$ cat src/hdl/pcps_pkg.sv
`timescale 1ns / 1ps
`default_nettype none

package pcps_pkg;

    // image geometry
    localparam int CHANNELS           = 3;
    localparam int PIXELS_PER_CHANNEL = 1024;
    localparam int PIX_SHIFT          = $clog2(PIXELS_PER_CHANNEL);
    localparam int CH_IDX_W           = (CHANNELS > 1) ? $clog2(CHANNELS) : 1;

    // field and statistics widths
    localparam int OP_W      = 2;
    localparam int CH_W      = 2;
    localparam int PIX_W     = 8;
    localparam int SUM_W     = 18;
    localparam int SQ_W      = 27;
    localparam int ROOT_W    = 19;
    localparam int OUT_W     = 18;
    localparam int FRAC_BITS = 12;

    // datapath widths
    localparam int PROD_W     = 2 * SUM_W;
    localparam int DIFF_W     = 38;
    localparam int NUM_W      = SUM_W + 1;
    localparam int MAG_W      = SUM_W;
    localparam int DVD_W      = MAG_W + FRAC_BITS;
    localparam int REM_W      = ROOT_W + 4;
    localparam int SATCMP_W   = ROOT_W + OUT_W - FRAC_BITS;
    localparam int SQRT_STEPS = DIFF_W / 2;
    localparam int DIV_STEPS  = OUT_W;
    localparam int STEP_CNT_W = $clog2(SQRT_STEPS + 1);

    // saturation limits of the result
    localparam logic [OUT_W-1:0] OUT_MAX_C = {1'b0, {(OUT_W-1){1'b1}}};
    localparam logic [OUT_W-1:0] OUT_MIN_C = {1'b1, {(OUT_W-1){1'b0}}};

    // operation codes
    typedef enum logic [OP_W-1:0] {
        OP_ACCUM = 2'd0,
        OP_NORM  = 2'd1,
        OP_CLEAR = 2'd2
    } op_t;

    // command to the shared iteration unit
    typedef struct packed {
        logic start;
        logic div_mode;
    } iter_cmd_t;

endpackage

`default_nettype wire

$ cat src/hdl/pcps_iter_unit.sv
`timescale 1ns / 1ps
`default_nettype none

module pcps_iter_unit (
    input  logic                                 aclk,
    input  logic                                 aresetn,
    input  pcps_pkg::iter_cmd_t                  cmd_i,
    input  logic [pcps_pkg::DIFF_W-1:0]          src_i,
    input  logic [pcps_pkg::REM_W-1:0]           rem_i,
    input  logic [pcps_pkg::ROOT_W-1:0]          divisor_i,
    output logic                                 done_o,
    output logic [pcps_pkg::ROOT_W-1:0]          result_o
);
    import pcps_pkg::*;

    logic                  busy_reg;
    logic                  done_reg;
    logic                  mode_reg;
    logic [STEP_CNT_W-1:0] cnt_reg;
    logic [DIFF_W-1:0]     src_reg, src_next;
    logic [REM_W-1:0]      rem_reg, rem_next;
    logic [ROOT_W-1:0]     res_reg, res_next;
    logic [REM_W-1:0]      shifted;
    logic [REM_W-1:0]      trial;
    logic                  ge;

    // one digit step: shared compare and subtract for root and quotient digits
    always_comb begin
        if (mode_reg) begin
            shifted  = {rem_reg[REM_W-2:0], src_reg[DIFF_W-1]};
            trial    = {{(REM_W-ROOT_W){1'b0}}, divisor_i};
            src_next = {src_reg[DIFF_W-2:0], 1'b0};
        end else begin
            shifted  = {rem_reg[REM_W-3:0], src_reg[DIFF_W-1:DIFF_W-2]};
            trial    = {{(REM_W-ROOT_W-2){1'b0}}, res_reg, 2'b01};
            src_next = {src_reg[DIFF_W-3:0], 2'b00};
        end
        ge       = (shifted >= trial);
        rem_next = ge ? (shifted - trial) : shifted;
        res_next = {res_reg[ROOT_W-2:0], ge};
    end

    // step counter and completion flag
    always_ff @(posedge aclk) begin
        if (!aresetn) begin
            busy_reg <= 1'b0;
            done_reg <= 1'b0;
            cnt_reg  <= '0;
            mode_reg <= 1'b0;
        end else begin
            done_reg <= busy_reg && (cnt_reg == STEP_CNT_W'(1));
            if (cmd_i.start) begin
                busy_reg <= 1'b1;
                mode_reg <= cmd_i.div_mode;
                cnt_reg  <= cmd_i.div_mode ? STEP_CNT_W'(DIV_STEPS)
                                           : STEP_CNT_W'(SQRT_STEPS);
            end else if (busy_reg) begin
                cnt_reg <= cnt_reg - STEP_CNT_W'(1);
                if (cnt_reg == STEP_CNT_W'(1)) begin
                    busy_reg <= 1'b0;
                end
            end
        end
    end

    // operand, partial remainder and result registers
    always_ff @(posedge aclk) begin
        if (cmd_i.start) begin
            src_reg <= src_i;
            rem_reg <= rem_i;
            res_reg <= '0;
        end else if (busy_reg) begin
            src_reg <= src_next;
            rem_reg <= rem_next;
            res_reg <= res_next;
        end
    end

    assign done_o   = done_reg;
    assign result_o = res_reg;

endmodule

`default_nettype wire

$ cat src/hdl/per_channel_pixel_standardizer_unit.sv
`timescale 1ns / 1ps
`default_nettype none
// accumulate and clear transactions leave the block in idle; the block is ready again next cycle
// normalize with a cached channel root: divide (18 quotient steps), skipped for a zero root or a saturated quotient
// normalize after the channel statistics changed: square, 19 root steps, divide
// both root and quotient digits come from one shared compare/subtract unit, one digit a cycle
// aresetn (synchronous, active low) clears the channel statistics, root valid flags and m_tvalid

module per_channel_pixel_standardizer_unit (
    input  logic        aclk,
    input  logic        aresetn,
    input  logic        s_tvalid,
    output logic        s_tready,
    input  logic [7:0]  s_tdata,   // [7:0] pixel
    input  logic [3:0]  s_tuser,   // [1:0] op, [3:2] channel
    output logic        m_tvalid,
    input  logic        m_tready,
    output logic [23:0] m_tdata,   // [17:0] normalized, rest zero
    output logic [0:0]  m_tuser    // [0] zero_spread
);
    import pcps_pkg::*;

    typedef enum logic [2:0] {
        S_IDLE,
        S_SQUARE,
        S_DIFF,
        S_ROOT,
        S_DIVSET,
        S_DIV,
        S_OUT
    } state_t;

    state_t state_reg;

    // channel statistics
    logic [SUM_W-1:0]  sum_reg  [CHANNELS];
    logic [SQ_W-1:0]   sq_reg   [CHANNELS];
    logic [ROOT_W-1:0] root_reg [CHANNELS];
    logic              root_valid_reg [CHANNELS];

    // per-transaction registers
    logic [CH_IDX_W-1:0] ch_reg;
    logic [PIX_W-1:0]    pix_reg;
    logic [PROD_W-1:0]   prod_reg;
    logic                neg_reg;
    logic [OUT_W-1:0]    res_reg;
    logic                zero_reg;
    logic                m_tvalid_reg;
    logic [OUT_W-1:0]    m_tdata_reg;
    logic                m_tuser_reg;

    // input decode
    logic [OP_W-1:0]     in_op;
    logic [CH_W-1:0]     in_ch;
    logic [CH_IDX_W-1:0] in_idx;
    logic                ch_ok;
    logic                s_fire;
    logic                acc_we;
    logic                clr_we;
    logic                norm_go;
    logic [2*PIX_W-1:0]  pix_sq;

    // datapath
    logic [SUM_W-1:0]    cur_sum;
    logic [SQ_W-1:0]     cur_sq;
    logic [ROOT_W-1:0]   cur_root;
    logic [DIFF_W-1:0]   diff;
    logic                diff_pos;
    logic [NUM_W-1:0]    num;
    logic                num_neg;
    logic [NUM_W-1:0]    num_abs;
    logic [MAG_W-1:0]    mag;
    logic [DVD_W-1:0]    dividend;
    logic                div_sat;
    logic                root_we;
    logic [ROOT_W-1:0]   root_wdata;
    logic [OUT_W-1:0]    quo;
    logic [OUT_W-1:0]    quo_signed;

    // iteration unit interface
    iter_cmd_t           iter_cmd;
    logic [DIFF_W-1:0]   iter_src;
    logic [REM_W-1:0]    iter_rem;
    logic                iter_done;
    logic [ROOT_W-1:0]   iter_res;

    // input transaction decode
    assign s_tready = (state_reg == S_IDLE);
    assign s_fire   = s_tvalid && s_tready;
    assign in_op    = s_tuser[1:0];
    assign in_ch    = s_tuser[3:2];
    assign in_idx   = in_ch[CH_IDX_W-1:0];
    assign ch_ok    = ({1'b0, in_ch} < (CH_W+1)'(CHANNELS));
    assign acc_we   = s_fire && (in_op == OP_ACCUM) && ch_ok;
    assign clr_we   = s_fire && (in_op == OP_CLEAR);
    assign norm_go  = s_fire && (in_op == OP_NORM) && ch_ok;
    assign pix_sq   = s_tdata * s_tdata;

    // statistics of the channel in work
    assign cur_sum  = sum_reg[ch_reg];
    assign cur_sq   = sq_reg[ch_reg];
    assign cur_root = root_reg[ch_reg];

    // spread term P*sumsq - sum^2
    assign diff = {{(DIFF_W-SQ_W-PIX_SHIFT){1'b0}}, cur_sq, {PIX_SHIFT{1'b0}}}
                - {{(DIFF_W-PROD_W){1'b0}}, prod_reg};
    assign diff_pos = !diff[DIFF_W-1] && (diff != '0);

    // centered numerator P*x - sum and its magnitude
    assign num      = {1'b0, pix_reg, {PIX_SHIFT{1'b0}}} - {1'b0, cur_sum};
    assign num_neg  = num[NUM_W-1];
    assign num_abs  = num_neg ? (~num + NUM_W'(1)) : num;
    assign mag      = num_abs[MAG_W-1:0];
    assign dividend = {mag, {FRAC_BITS{1'b0}}};
    assign div_sat  = ({{(SATCMP_W-MAG_W){1'b0}}, mag}
                       >= {cur_root, {(OUT_W-FRAC_BITS){1'b0}}});

    // root cache write
    assign root_we    = ((state_reg == S_DIFF) && !diff_pos)
                     || ((state_reg == S_ROOT) && iter_done);
    assign root_wdata = (state_reg == S_ROOT) ? iter_res : '0;

    // shared unit commands
    always_comb begin
        iter_cmd.start    = ((state_reg == S_DIFF) && diff_pos)
                         || ((state_reg == S_DIVSET) && (cur_root != '0) && !div_sat);
        iter_cmd.div_mode = (state_reg == S_DIVSET);
        if (state_reg == S_DIVSET) begin
            iter_src = {dividend[OUT_W-1:0], {(DIFF_W-OUT_W){1'b0}}};
            iter_rem = {{(REM_W-(DVD_W-OUT_W)){1'b0}}, dividend[DVD_W-1:OUT_W]};
        end else begin
            iter_src = diff;
            iter_rem = '0;
        end
    end

    // signed, saturated quotient
    assign quo = iter_res[OUT_W-1:0];
    always_comb begin
        if (neg_reg) begin
            quo_signed = (quo > OUT_MIN_C) ? OUT_MIN_C : (~quo + OUT_W'(1));
        end else begin
            quo_signed = (quo > OUT_MAX_C) ? OUT_MAX_C : quo;
        end
    end

    pcps_iter_unit u_iter (
        .aclk      (aclk),
        .aresetn   (aresetn),
        .cmd_i     (iter_cmd),
        .src_i     (iter_src),
        .rem_i     (iter_rem),
        .divisor_i (cur_root),
        .done_o    (iter_done),
        .result_o  (iter_res)
    );

    // channel statistics and root valid flags
    always_ff @(posedge aclk) begin
        if (!aresetn || clr_we) begin
            for (int i = 0; i < CHANNELS; i++) begin
                sum_reg[i]        <= '0;
                sq_reg[i]         <= '0;
                root_valid_reg[i] <= 1'b0;
            end
        end else begin
            if (acc_we) begin
                sum_reg[in_idx]        <= sum_reg[in_idx] + {{(SUM_W-PIX_W){1'b0}}, s_tdata};
                sq_reg[in_idx]         <= sq_reg[in_idx] + {{(SQ_W-2*PIX_W){1'b0}}, pix_sq};
                root_valid_reg[in_idx] <= 1'b0;
            end
            if (root_we) begin
                root_valid_reg[ch_reg] <= 1'b1;
            end
        end
    end

    // cached roots
    always_ff @(posedge aclk) begin
        if (root_we) begin
            root_reg[ch_reg] <= root_wdata;
        end
    end

    // sequencer and output register
    always_ff @(posedge aclk) begin
        if (!aresetn) begin
            state_reg    <= S_IDLE;
            m_tvalid_reg <= 1'b0;
        end else begin
            // the output state reloads the register itself
            if (m_tvalid_reg && m_tready && (state_reg != S_OUT)) begin
                m_tvalid_reg <= 1'b0;
            end
            unique case (state_reg)
                S_IDLE: begin
                    if (norm_go) begin
                        ch_reg    <= in_idx;
                        pix_reg   <= s_tdata;
                        state_reg <= root_valid_reg[in_idx] ? S_DIVSET : S_SQUARE;
                    end
                end
                S_SQUARE: begin
                    prod_reg  <= cur_sum * cur_sum;
                    state_reg <= S_DIFF;
                end
                S_DIFF: begin
                    state_reg <= diff_pos ? S_ROOT : S_DIVSET;
                end
                S_ROOT: begin
                    if (iter_done) begin
                        state_reg <= S_DIVSET;
                    end
                end
                S_DIVSET: begin
                    neg_reg <= num_neg;
                    if (cur_root == '0) begin
                        res_reg   <= '0;
                        zero_reg  <= 1'b1;
                        state_reg <= S_OUT;
                    end else if (div_sat) begin
                        res_reg   <= num_neg ? OUT_MIN_C : OUT_MAX_C;
                        zero_reg  <= 1'b0;
                        state_reg <= S_OUT;
                    end else begin
                        state_reg <= S_DIV;
                    end
                end
                S_DIV: begin
                    if (iter_done) begin
                        res_reg   <= quo_signed;
                        zero_reg  <= 1'b0;
                        state_reg <= S_OUT;
                    end
                end
                S_OUT: begin
                    if (!m_tvalid_reg || m_tready) begin
                        m_tvalid_reg <= 1'b1;
                        m_tdata_reg  <= res_reg;
                        m_tuser_reg  <= zero_reg;
                        state_reg    <= S_IDLE;
                    end
                end
                default: begin
                    state_reg <= S_IDLE;
                end
            endcase
        end
    end

    assign m_tvalid = m_tvalid_reg;
    assign m_tdata  = {{(24-OUT_W){1'b0}}, m_tdata_reg};
    assign m_tuser  = m_tuser_reg;

endmodule

`default_nettype wire
$ cat config.mk
export PLATFORM = sky130hd
export DESIGN_NAME = per_channel_pixel_standardizer_unit
export DESIGN_NICKNAME = d
export VERILOG_FILES = /design/src/hdl/pcps_pkg.sv /design/src/hdl/pcps_iter_unit.sv /design/src/hdl/per_channel_pixel_standardizer_unit.sv
export SDC_FILE = /design/constraint.sdc
export NUM_CORES = 2
export LEC_CHECK = 0
export BUFFER_PORTS_ARGS = -buffer_cell sky130_fd_sc_hd__clkbuf_2
export CORE_MARGIN = 5
export CORE_UTILIZATION = 60
export DETAILED_ROUTE_END_ITERATION = 10
export PLACE_DENSITY_LB_ADDON = 0.12
export SYNTH_ARGS = -nofsm -noshare
export SYNTH_HDL_FRONTEND = slang
export SYNTH_SLANG_ARGS = --single-unit
$ cat constraint.sdc
create_clock -name aclk -period 17.5 [get_ports aclk]
set_clock_uncertainty 0.15 [all_clocks]
set_input_delay 4.375 -clock aclk [delete_from_list [all_inputs] [get_ports aclk]]
set_output_delay 4.375 -clock aclk [all_outputs]
set_load 0.1 [all_outputs]
# Word-level counts from Yosys, hierarchy flattened
# Memory sizes are Yosys's and may differ from the RTL's. A register that Yosys moved wholly into a read port is not among the register bits.
# Index checks and enable logic that the tools add are counted.
# classes
n_reduce_logical	41
n_bitwise	2
muxes	66
n_mul	2
n_lt_le_gt_ge	5
eq_ne	15
n_addsub	8
# op_table
operator	count
two-way mux 18 bit	9
two-way mux 38 bit	4
two-way mux 22 bit	3
nonzero test 38 bit	1
subtractor 37 x 36 -> 38 bit	1
adder 18 x 1 -> 18 bit (second input constant)	2
multiplier 18 x 18 -> 36 bit	1
NOT 18 bit	2
case mux 18 bit (2 select lines)	1
adder 27 x 16 -> 27 bit	1
two-way mux 27 bit	1
OR reduction 27 bit	1
greater-or-equal comparator 18 x 25 -> 1 bit	1
two-way mux 1 bit	25
greater-or-equal comparator 23 x 21 -> 1 bit	1
two-way mux 23 bit	1
subtractor 22 x 21 -> 22 bit	1
two-way mux 21 bit	1
case mux 3 bit (7 select lines)	1
logical NOT 19 bit	1
two-way mux 19 bit	1
nonzero test 19 bit	1
subtractor 18 x 18 -> 19 bit	1
adder 18 x 8 -> 18 bit	1
30 further kinds	76
# totals
output_inout_bits	27
mem_bits_rw	195
word_cells	160
ff_bits	176
mem_count	4
input_bits	16
# memory_table
memory	depth	word_bits	rd	rd_clocked_by_memory_dff	wr	line	source
sq_reg	3	27	2	1	3	per_channel_pixel_standardizer_unit.sv:37	logic [SQ_W-1:0] sq_reg [CHANNELS];
root_reg	3	19	1	1	1	per_channel_pixel_standardizer_unit.sv:38	logic [ROOT_W-1:0] root_reg [CHANNELS];
sum_reg	3	18	2	1	3	per_channel_pixel_standardizer_unit.sv:36	logic [SUM_W-1:0] sum_reg [CHANNELS];
root_valid_reg	3	1	1	0	3	per_channel_pixel_standardizer_unit.sv:39	logic root_valid_reg [CHANNELS];

# Logic depth before layout (Yosys ltp)
# depth
depth_word	11
ltp_mapped	35
depth_no_buf	29

# Cells and area by module
# From an unflattened synthesis, not the netlist that was laid out.
# unflattened
cells_unflattened	3498
hier_area_um2	35858.1
# by_module_without_submodules
mod	cells_each	seq_area_each_um2	area_per_inst_um2	instances
per_channel_pixel_standardizer_unit	2931	9879.5	30192.7	1
pcps_iter_unit	567	2342.2	5665.4	1

# Worst setup path after synthesis
# No wires, ideal clock.
# synth_timing
kind	in2reg
from	input s_tuser[2]
to	memory sq_reg[0][19] (data pin)
t_required_ns	17.078
slack_ns	6.065
path_stages	21
arrival_time_ns	11.013
setup_ns	0.272
path_buffers	4
path_cell_list	clkbuf_1 -> buf_1 -> buf_1 -> clkbuf_1 -> mux4_2 -> fa_1 -> inv_1 -> fa_1 -> fa_1 -> fa_1 -> inv_1 -> ha_1 -> inv_1 -> o21bai_1 -> a21o_1 -> a21o_1 -> a311oi_1 -> o211ai_1 -> a41oi_1 -> or3_1 -> a21oi_1
# synth_rtl
element	line	source
start: declaration	per_channel_pixel_standardizer_unit.sv:15	input logic [3:0] s_tuser,
end: declaration	per_channel_pixel_standardizer_unit.sv:37	

==> metrics.md <==
| Metric | Value |
|---|---|
| Power per Cell Area | 178.1 nW/um^2 |
| Outcome | completed |
| Placer Congestion | 0.9733 |
| Clk pin slew, worst setup/hold paths | 0.06 ns |
| Largest fanout on the critical path | 31 |
| PortBufs | 36 |
| Slew @ Worst Pin | 1.105 ns |
| H-Tree Level Count | 2 |
| Crit path kind | primary input to register |
| RSZ-0062 raised after global routing | false |
| Max reg flops | 108 |
| Cts bufs inserted | 48 |
| Max clock buf depth | 3 |
| Drt via density | 6.004 |
| Post-synth top area share | 0.3236 |
| Pleak | 16.69 nW |
| Chip Height | 254 um |
| DPL Wire Length | 67690 um |
| Initial core utilization | 0.6053 |
| DRC Markers | 0 |
| Core area | 59020 um^2 |
| Synth cell types | 90 |
| Die width | 254 um |
| Final critical-path required period | 10.18 ns |
| Hold-fix buffers, CTS | 0 |
| Yosys warns | 0 |
| Initial antenna violation count | 1 |
| Most common cell in the synthesized netlist | inv_1 |
| Detailed router's first-iteration violation count | 2063 |
| GRT Total Usage | 0.2849 |
| Boundary pin count | 43 |
| Average wire per standard cell | 21.40 um |
| Layout area overhead | 7.674% |
| Post-Route WL | 92020 um |
| Top cells by instance count after synthesis | inv_1, edfxtp_1, nor2_1 |
| Avg Synthesized Cell Area | 10.33 um^2 |
| Crit. End Element | register |
| Synth area leader | edfxtp_1 |
| WP data required | 17.77 ns |
| Primary FF master, synth | edfxtp_1 |
| Post-cts resize count | 0 |
| #FFs+latches synth | 418 |
| Max cap viols | 0 |
| Gr ovfl total | 0 |
| CTS sink cnt | 418 |
| Final core utilization | 0.6517 |
| Die area | 64520 um^2 |
| Rel. slew slack | 0.2616 |
| Post-CTS setup buffers | 0 |
| CTS tree | built |
| Layout cells sized above 1 | 0.09810 |
| Post-Synthesis Cells | 3458 |
| Largest net degree at the start of global routing | 67 |
| Drt pass-1 iters | 5 |
| Clk_lat worst skew | 0.61 ns |
| Critical path launch point type | primary input |
| Worst Hold Class | register to register |
| Worst vdd ir | 0.0003330 V |
| Setup TNS | 0 ns |
| Fillcell total | 4680 |
| Post-synth EDFFs | 385 |
| Max-slew violations | 0 |
| Crit path DAT | 10.45 ns |
| Final worst path period share | 0.5816 |
| Mapped cell area | 35720 um^2 |
| Nets@finish | 4000 |
| Async SR Flop Fraction | 0 |
| Vias | 25817 |
| Post-synthesis sequential area ratio | 0.3421 |
| First-pass GRT wire length | 144200 um |
| Top post-synthesis cells by area | edfxtp_1, fa_1, ha_1 |
| Hold Vio Cnt, Final | 0 |
| Vias in the first global route | 26575 |
| Fmax | 98.25 MHz |
| N_diodes | 0 |
| Core Rows | 89 |
| Clock Tree Root | clkbuf_16 |
| Final ANT Viol Nets | 0 |
| Final setup fails | 0 |
## worst max-delay path, stage by stage
cell and delay, ns:
clkbuf_2 0.08, buf_4 0.41, mux4_2 0.40, fa_1 0.49, inv_1 0.05, fa_1 0.53, fa_1 0.46, fa_1 0.54
inv_1 0.04, ha_1 0.27, inv_1 0.11, o21bai_1 0.13, a21o_1 0.19, a21o_1 0.20, a311oi_1 0.55, o211ai_1 0.27
a41oi_1 0.75, o21ai_0 0.33, a21oi_1 0.24
## placed cells by master, fill, tap and decap left out, types with 21 or more instances in the layout
cell / instances
inv_1: 526
and2_1: 47
o21a_1: 23
a21o_1: 41
clkbuf_2: 35
ha_1: 233
buf_4: 39
edfxtp_1: 385
and3_1: 39
nand2b_1: 29
or3_1: 22
nor2_1: 341
nand4_1: 23
xnor2_1: 105
nor2b_1: 25
mux2_2: 65
fa_1: 263
clkbuf_16: 48
o21ai_0: 120
nand3_1: 43
nor3_1: 39
a21oi_1: 163
mux4_2: 77
mux2i_1: 127
dfxtp_1: 30
nand2_1: 231
or2_2: 21
conb_1: 51
xor2_1: 36
## kinds of logic after synthesis
group,Yosys count,share of synthesized area
and+or+nand+nor,919,0.1213
AOI/OAI and AO/OA,533,0.09419
DFF,418,0.3421
xor gates and xnor gates,141,0.03457
muxes,272,0.1057
buffers and inverters,678,0.07299
adders and majority gates,496,0.2290
other,1,0.0001050
## metrics by stage
step / total power [mW] / std cells / setup WS (ns) / hold slack [ns] / area [um^2]
6_report: 6.848 / 4300 / 7.322 / 0.2686 / 38460
5_1_grt: 7.342 / 4300 / 7.042 / 0.2758 / 38460
4_1_cts: 6.851 / 4300 / 7.433 / 0.2689 / 38460
3_5_place_dp: 5.762 / 4211 / 6.847 / 0.2545 / 36790
3_3_place_gp: 5.674 / 4211 / 6.906 / 0.2508 / 36790
2_1_floorplan: 4.466 / 3508 / 6.065 / 0.2503 / 35910
## metal layers
metal | part of all wire | GRT usage | vias up
met5 | 0.00022 | 0 | -
met4 | 0.042 | 0.1077 | 2
met3 | 0.068 | 0.04257 | 201
met2 | 0.50 | 0.4913 | 929
met1 | 0.39 | 0.3674 | 12812
li1 | - | - | 11873
## cell type report
| class | instances | area (um^2) | share of cell area |
|---|---|---|---|
| flip-flops and latches | 418 | 12230 | 0.3180 |
| clock inverters | 33 | 421.7 | 0.01096 |
| clock buffers | 56 | 1251 | 0.03253 |
| well taps | 773 | 967.2 | 0.02515 |
| repair buffers | 74 | 467.9 | 0.01217 |
| multi-input cells | 2412 | 21120 | 0.5490 |
| inverters | 534 | 2004 | 0.05211 |
## power breakdown
group          internal (mW)  total [mW]  switching, mW
Combinational           1.64        4.38           2.74
Clock                  0.637        1.06          0.424
Sequential              1.36        1.40         0.0445
Total                   3.64        6.85           3.21
## worst paths after layout
path / to / slack [ns] / start / cells after the start
min reg2reg: m_tdata_reg[15] / 0.27 / res_reg[15] / 0
max: sq_reg[1][25] / 7.32 / s_tuser[3] / 19
min: m_tdata_reg[15] / 0.27 / res_reg[15] / 0
max reg2reg: prod_reg[34] / 8.23 / register / 23
No activity file was read; power rests on OpenSTA's default activity.
